===== config.mk =====
export PLATFORM = sky130hd
export DESIGN_NAME = wlp_ctrl
export DESIGN_NICKNAME = d
export VERILOG_FILES = /design/src/rtl/core/wlp_pkg.sv /design/src/rtl/core/wlp_ctrl.sv
export SDC_FILE = /design/constraint.sdc
export NUM_CORES = 1
export LEC_CHECK = 0
export ABC_AREA = 1
export BUFFER_PORTS_ARGS = -buffer_cell sky130_fd_sc_hd__buf_2
export CAP_MARGIN = 20
export CORE_MARGIN = 3
export CORE_UTILIZATION = 44
export DETAILED_ROUTE_END_ITERATION = 7
export PLACE_DENSITY = 0.77
export SYNTH_ARGS = -nofsm -noshare
export SYNTH_HDL_FRONTEND = slang
export SYNTH_SLANG_ARGS = --single-unit

===== constraint.sdc =====
create_clock -name aclk -period 1.35 [get_ports aclk]
set_input_delay 0.135 -clock aclk [delete_from_list [all_inputs] [get_ports aclk]]
set_output_delay 0.135 -clock aclk [all_outputs]
set_load 0.02 [all_outputs]

===== src/rtl/core/wlp_pkg.sv =====
// Shared package of the wavetable loop player.
// Holds request, register and mode codes, controller states and the command and status
// structs that join the controller to the datapath. Depends on nothing.
`default_nettype none

package wlp_pkg;

    localparam int FRAME_SIZE_DEF  = 32;
    localparam int TABLE_DEPTH_DEF = 16384;

    localparam int POS_W  = 15;
    localparam int ADDR_W = 14;
    localparam int SMP_W  = 16;

    typedef enum logic [1:0] {
        REQ_WRITE   = 2'd0,
        REQ_START   = 2'd1,
        REQ_RELEASE = 2'd2,
        REQ_RENDER  = 2'd3
    } req_t;

    localparam logic [2:0] CFG_ATTACK_LENGTH  = 3'd0;
    localparam logic [2:0] CFG_LOOP_LENGTH    = 3'd1;
    localparam logic [2:0] CFG_SAMPLE_STEP    = 3'd2;
    localparam logic [2:0] CFG_RELEASE_DECAY  = 3'd3;
    localparam logic [2:0] CFG_RELEASE_FRAMES = 3'd4;

    typedef enum logic [1:0] {
        MODE_INACTIVE = 2'd0,
        MODE_SUSTAIN  = 2'd1,
        MODE_RELEASE  = 2'd2
    } env_mode_t;

    typedef enum logic [4:0] {
        S_IDLE,
        S_WADDR1,
        S_WADDR2,
        S_WRITE,
        S_FMUL,
        S_FDIV1,
        S_FDIV2,
        S_FCAP,
        S_SAMPLE,
        S_WRAP,
        S_ADR1,
        S_ADR2,
        S_RD0,
        S_RD1,
        S_CAP1,
        S_IMUL,
        S_IMIX,
        S_GMUL,
        S_OUT,
        S_FIN
    } ctrl_state_t;

    typedef struct packed {
        logic accept_write;
        logic accept_start;
        logic accept_release;
        logic accept_render;
        logic addr_sel_wr;
        logic mem_wr;
        logic fall_mul;
        logic fall_cap;
        logic step_phase;
        logic wrap;
        logic mem_rd0;
        logic mem_rd1;
        logic cap_s0;
        logic cap_s1;
        logic imul;
        logic imix;
        logic gmul;
        logic out_load;
        logic finish;
    } cmd_t;

    typedef struct packed {
        logic inactive;
        logic direct;
        logic out_free;
        logic last_sample;
    } sts_t;

endpackage

`default_nettype wire


===== src/rtl/core/wlp_ctrl.sv =====
// Controller state machine of the wavetable loop player.
// Sequences table writes, note events and frame rendering; depends on wlp_pkg.
`default_nettype none

module wlp_ctrl
    import wlp_pkg::*;
(
    input  wire logic       aclk,
    input  wire logic       aresetn,
    input  wire logic       s_valid,
    input  wire logic [1:0] s_req_type,
    output logic            s_ready,
    input  wire sts_t       sts,
    output cmd_t            cmd
);

    ctrl_state_t state_reg;
    ctrl_state_t state_next;
    req_t        req;

    assign req = req_t'(s_req_type);

    always_ff @(posedge aclk) begin
        if (!aresetn) begin
            state_reg <= S_IDLE;
        end else begin
            state_reg <= state_next;
        end
    end

    always_comb begin
        state_next = state_reg;
        case (state_reg)
            S_IDLE: begin
                if (s_valid) begin
                    case (req)
                        REQ_WRITE:  state_next = S_WADDR1;
                        REQ_RENDER: state_next = sts.inactive ? S_IDLE : S_FMUL;
                        default:    state_next = S_IDLE;
                    endcase
                end
            end
            S_WADDR1: state_next = S_WADDR2;
            S_WADDR2: state_next = S_WRITE;
            S_WRITE:  state_next = S_IDLE;
            S_FMUL:   state_next = S_FDIV1;
            S_FDIV1:  state_next = S_FDIV2;
            S_FDIV2:  state_next = S_FCAP;
            S_FCAP:   state_next = S_SAMPLE;
            S_SAMPLE: state_next = sts.direct ? S_ADR1 : S_WRAP;
            S_WRAP:   state_next = S_ADR1;
            S_ADR1:   state_next = S_ADR2;
            S_ADR2:   state_next = S_RD0;
            S_RD0:    state_next = S_RD1;
            S_RD1:    state_next = sts.direct ? S_GMUL : S_CAP1;
            S_CAP1:   state_next = S_IMUL;
            S_IMUL:   state_next = S_IMIX;
            S_IMIX:   state_next = S_GMUL;
            S_GMUL:   state_next = S_OUT;
            S_OUT: begin
                if (sts.out_free) begin
                    state_next = sts.last_sample ? S_FIN : S_SAMPLE;
                end
            end
            S_FIN:    state_next = S_IDLE;
            default:  state_next = S_IDLE;
        endcase
    end

    always_comb begin
        cmd     = '0;
        s_ready = 1'b0;
        case (state_reg)
            S_IDLE: begin
                s_ready = 1'b1;
                if (s_valid) begin
                    cmd.accept_write   = (req == REQ_WRITE);
                    cmd.accept_start   = (req == REQ_START);
                    cmd.accept_release = (req == REQ_RELEASE);
                    cmd.accept_render  = (req == REQ_RENDER);
                end
            end
            S_WADDR1: cmd.addr_sel_wr = 1'b1;
            S_WRITE:  cmd.mem_wr = 1'b1;
            S_FMUL:   cmd.fall_mul = 1'b1;
            S_FCAP:   cmd.fall_cap = 1'b1;
            S_SAMPLE: cmd.step_phase = !sts.direct;
            S_WRAP:   cmd.wrap = 1'b1;
            S_RD0:    cmd.mem_rd0 = 1'b1;
            S_RD1: begin
                cmd.mem_rd1 = 1'b1;
                cmd.cap_s0  = 1'b1;
            end
            S_CAP1:   cmd.cap_s1 = 1'b1;
            S_IMUL:   cmd.imul = 1'b1;
            S_IMIX:   cmd.imix = 1'b1;
            S_GMUL:   cmd.gmul = 1'b1;
            S_OUT:    cmd.out_load = sts.out_free;
            S_FIN:    cmd.finish = 1'b1;
            default:  cmd = '0;
        endcase
    end

endmodule

`default_nettype wire


==> results of run 1 <==
## timing repair
action	in CTS
setup endpoints to repair	11
buffers inserted	13
pin swaps	4
endpoints found under the hold margin	0
gates resized for setup	25
## cells by family after synthesis
logic type | share of synthesized area, %
simple gates | 55.7
buf+inv | 16.1
compound gates | 11.6
flops | 16.6
## stage by stage
step	hold slack [ns]	utilization [%]	cell area (um2)	setup slack (ns)	instances
3_3_place_gp	0.419	65.3	785	0.0511	156
3_5_place_dp	0.427	65.3	785	0.0122	156
2_1_floorplan	0.318	-	604	-0.178	111
4_1_cts	0.177	81.7	981	-0.0541	173
==> run summary, run 1 <==
outcome -> aborted with a tool error
Failed at -> 5_1_grt
tool error -> [ERROR DPL-0033] detailed placement checks failed during check placement.
chip width -> 43.1 um
Post-synth EDFFs -> 0
post-synth top area share -> 17.4%
Die Y -> 43.1 um
Synth area leader -> nand2_1
list of most frequent post-synthesis cells -> nand2_1, inv_1, nor2_1
GP Congestion -> 0.939
ranking of synthesized cells by area -> nand2_1, dfxtp_1, inv_1
CTS Buf Count -> 3
Longest Clk Path Bufs -> 2
Mapped Nets -> 120
H-tree depth -> 1
Avg Cell Area, Syn -> 5.44 um2
category of the worst endpoint -> top-level output
Yosys warning total -> 0
Initial Utilization -> 50.3%
largest net degree at the start of global routing -> 7
Hold-fix buffers, CTS -> 0
post-synthesis sequential area ratio -> 16.6%
#FFs+latches synth -> 5
number of port buffers -> 28
DP Wirelength -> 1.55 mm
grt repair worst endpoint -> cmd[18]
Top FF cell, synth -> dfxtp_1
Post-Synthesis Cells -> 111
initial antenna violation count -> 0
I/O Pins -> 29
row count -> 12
Netlist Area Pre-Place -> 604 um2
top-count cell post-synth -> nand2_1
Post-synth ARST share -> 0%
count of cell types in the netlist -> 21
CTS Sinks -> 5
clk root buf -> clkbuf_4
==> run 2, diff against run 1 <==
--- a/config.mk
+++ b/config.mk
@@ -8,10 +8,10 @@
 export ABC_AREA = 1
 export BUFFER_PORTS_ARGS = -buffer_cell sky130_fd_sc_hd__buf_2
 export CAP_MARGIN = 20
-export CORE_MARGIN = 3
-export CORE_UTILIZATION = 44
+export CORE_AREA = 3 3 64 66
 export DETAILED_ROUTE_END_ITERATION = 7
-export PLACE_DENSITY = 0.77
+export DIE_AREA = 0 0 67 69
+export PLACE_DENSITY_LB_ADDON = 0.15
 export SYNTH_ARGS = -nofsm -noshare
 export SYNTH_HDL_FRONTEND = slang
 export SYNTH_SLANG_ARGS = --single-unit
==> run summary, run 2 <==
FMAX -> 704 MHz
Netlist Area Pre-Place -> 604 um2 (unchanged)
#FFs+latches synth -> 5 (unchanged)
via count -> 889
Mapped Nets -> 120 (unchanged)
Post-synth EDFFs -> 0 (unchanged)
GP Congestion -> 0.795 (was 0.939)
Pre-antenna DRT Iters -> 4
Top FF cell, synth -> dfxtp_1 (unchanged)
Initial Utilization -> 16.6% (was 50.3%)
critical path data required time -> 1.22 ns
final hold violation count -> 0
CP cell instances -> inv_4 > buf_12 > nand3_4 > nor2_2 > buf_4
largest net degree at the start of global routing -> 7
routed length per instance -> 10.9 um
sequential share of power -> 24.7%
clk root buf -> clkbuf_8 (was clkbuf_4)
Logic pwr share -> 28.4%
Detailed Route Iter0 Violations -> 24
Final Cell Area -> 1160 um2
clk slew on worst S/H paths -> 0.04 ns
I/O Pins -> 29 (unchanged)
setup slack at placement -> -0.0140 ns (was 0.0122 ns)
Layout fillers -> 408
pwr dens -> 543 nW/um2
global-route wire length before repair -> 3.58 mm
Util after Layout -> 31.9%
CP peak stage delay -> 0.35 ns
Leak -> 0.000637 uW
Yosys warning total -> 0 (unchanged)
CTS Sinks -> 5 (unchanged)
setup violators final -> 9
Pwr Total -> 629 uW
post-synthesis sequential area ratio -> 16.6% (unchanged)
GRT Total Usage -> 9.86%
share of cells above drive strength 1 -> 60.4%
grt ovf -> 0
Min Clock Period, post-route -> 1.42 ns
Post-synth ARST share -> 0% (unchanged)
row count -> 22 (was 12)
Int Power -> 428 uW
Clock Skews -> 0.00965 ns
total of max-cap violations -> 0
most frequent cells in the layout -> buf_4, nand2_1, inv_1, buf_2, nor2_1
DR vias/cell -> 4.29
crit start category -> register
Rel. slew slack -> 83.0%
post-synth top area share -> 17.4% (unchanged)
initial antenna violation count -> 0
chip width -> 67 um (was 43.1 um)
max-slew violations -> 0
Post-Place Cells -> 197 (was 156)
Hold Crit Class -> in2reg
Critical-path top delay cell -> dfxtp_2
vias in the first global route -> 842
count of cell types in the netlist -> 21 (unchanged)
met2 Usage GRT -> 16.8%
Avg Cell Area, Syn -> 5.44 um2 (unchanged)
Peak VDD IR -> 0.211 mV
Switching Share -> 31.9%
Clk pwr share -> 46.9%
met3 Use GR -> 1.79%
number of flip-flops in the largest register -> 5
clock insertion delay at the later pin of the skew report -> 0.23 ns
Cell Count, Final, Fillers Out -> 207
CTS Buf Count -> 3 (unchanged)
period utilization -> 105%
number of nets in the layout -> 169
FF/Latch Area -> 116 um2
Die Y -> 69 um (was 43.1 um)
WP data arrival -> 1.29 ns
global routing's busiest layer -> met2
Longest Clk Path Bufs -> 2 (unchanged)
ranking of synthesized cells by area -> nand2_1, dfxtp_1, inv_1 (unchanged)
# diodes -> 0
Area growth syn-to-layout -> 91.7%
top-count cell post-synth -> nand2_1 (unchanged)
CP endpoint kind -> output port
RSZ-0062 raised after global routing -> yes
number of port buffers -> 28 (unchanged)
DP Wirelength -> 1.75 mm (was 1.55 mm)
final worst slack -> -0.0702 ns
commonest non-fill, non-tap cell in the layout -> buf_4
switching pwr -> 201 uW
outcome -> finished, violations left (was aborted with a tool error)
crit path kind -> reg2out
multi-input logic area -> 505 um2
H-tree depth -> 1 (unchanged)
list of most frequent post-synthesis cells -> nand2_1, inv_1, nor2_1 (unchanged)
routing usage on met1 -> 11.5%
Critical Path Fanout Max -> 6
die area -> 4620 um2
Core Region -> 3630 um2
failing checks -> setup timing
routed wire length -> 2.26 mm
Final ANT Viol Nets -> 0
Post-Synthesis Cells -> 111 (unchanged)
CTS tree -> yes
Synth area leader -> nand2_1 (unchanged)
Hold-fix buffers, CTS -> 0 (unchanged)
Tightest Pin Transition -> 0.253 ns
number of remaining DRC errors -> 0
Placed Area -> 880 um2 (was 785 um2)
run 2: logic make-up (layout without fill, tap and decap cells):
kind of cell,after synthesis,in the layout,synth area share [%]
AO/OA/AOI/OAI,11,11,11.6
AND/OR/NAND/NOR,70,70,55.7
flip-flops,5,5,16.6
buffers and inverters,25,73,16.1
run 2: path summary, 6_finish.rpt:
path	from	endpoint	slack, ns	cells after the start
min	aresetn	state_reg[0]	0.20	3
max reg2reg	state_reg[3]	state_reg[4]	0.05	9
max	state_reg[4]	cmd[8]	-0.07	5
min reg2reg	state_reg[4]	state_reg[1]	0.80	5
run 2: routing by layer:
metal	vias up	wire, um
li1	449	-
met1	407	937
met2	28	1150
met3	5	122
met4	0	53
met5	-	0
run 2: what timing repair did:
| item | 4_1_cts | 5_1_grt |
|---|---|---|
| gates resized for setup | 18 | 42 |
| setup buffers | 7 | 0 |
| endpoints found under the setup margin | 16 | 23 |
| pin swaps | 3 | 3 |
run 2: power by group through the flow:
stage          combinational [uW]  clock [uW]  sequential, uW
2_1_floorplan                83.9           0             159
3_3_place_gp                  142           0             160
3_5_place_dp                  139           0             160
4_1_cts                       162         301             157
5_1_grt                       192         309             156
6_report                      179         295             156
run 2: metrics by stage:
stage | hold WS, ns | TNS, ns
after floorplan | 0.318 | -0.710
after global placement | 0.450 | -0.0411
after detailed placement | 0.440 | -0.0265
after CTS | 0.198 | -0.604
after global routing | 0.252 | -1.17
final | 0.201 | -0.445
run 2: final cells by class:
cell class / count / area share [%]
repair buffers: 45 / 29.0
flip-flops and latches: 5 / 10.0
clock buffers: 4 / 3.89
inverters: 24 / 8.21
well taps: 48 / 5.18
multi-input cells: 81 / 43.6
run 2: worst max-delay path: cells and delay by family (launching register included):
family                 cells  cell delay, ns
buffers and inverters      3            0.40
DFF                        1            0.35
and+or+nand+nor            2            0.32
Power figures use the tool's default switching activity.
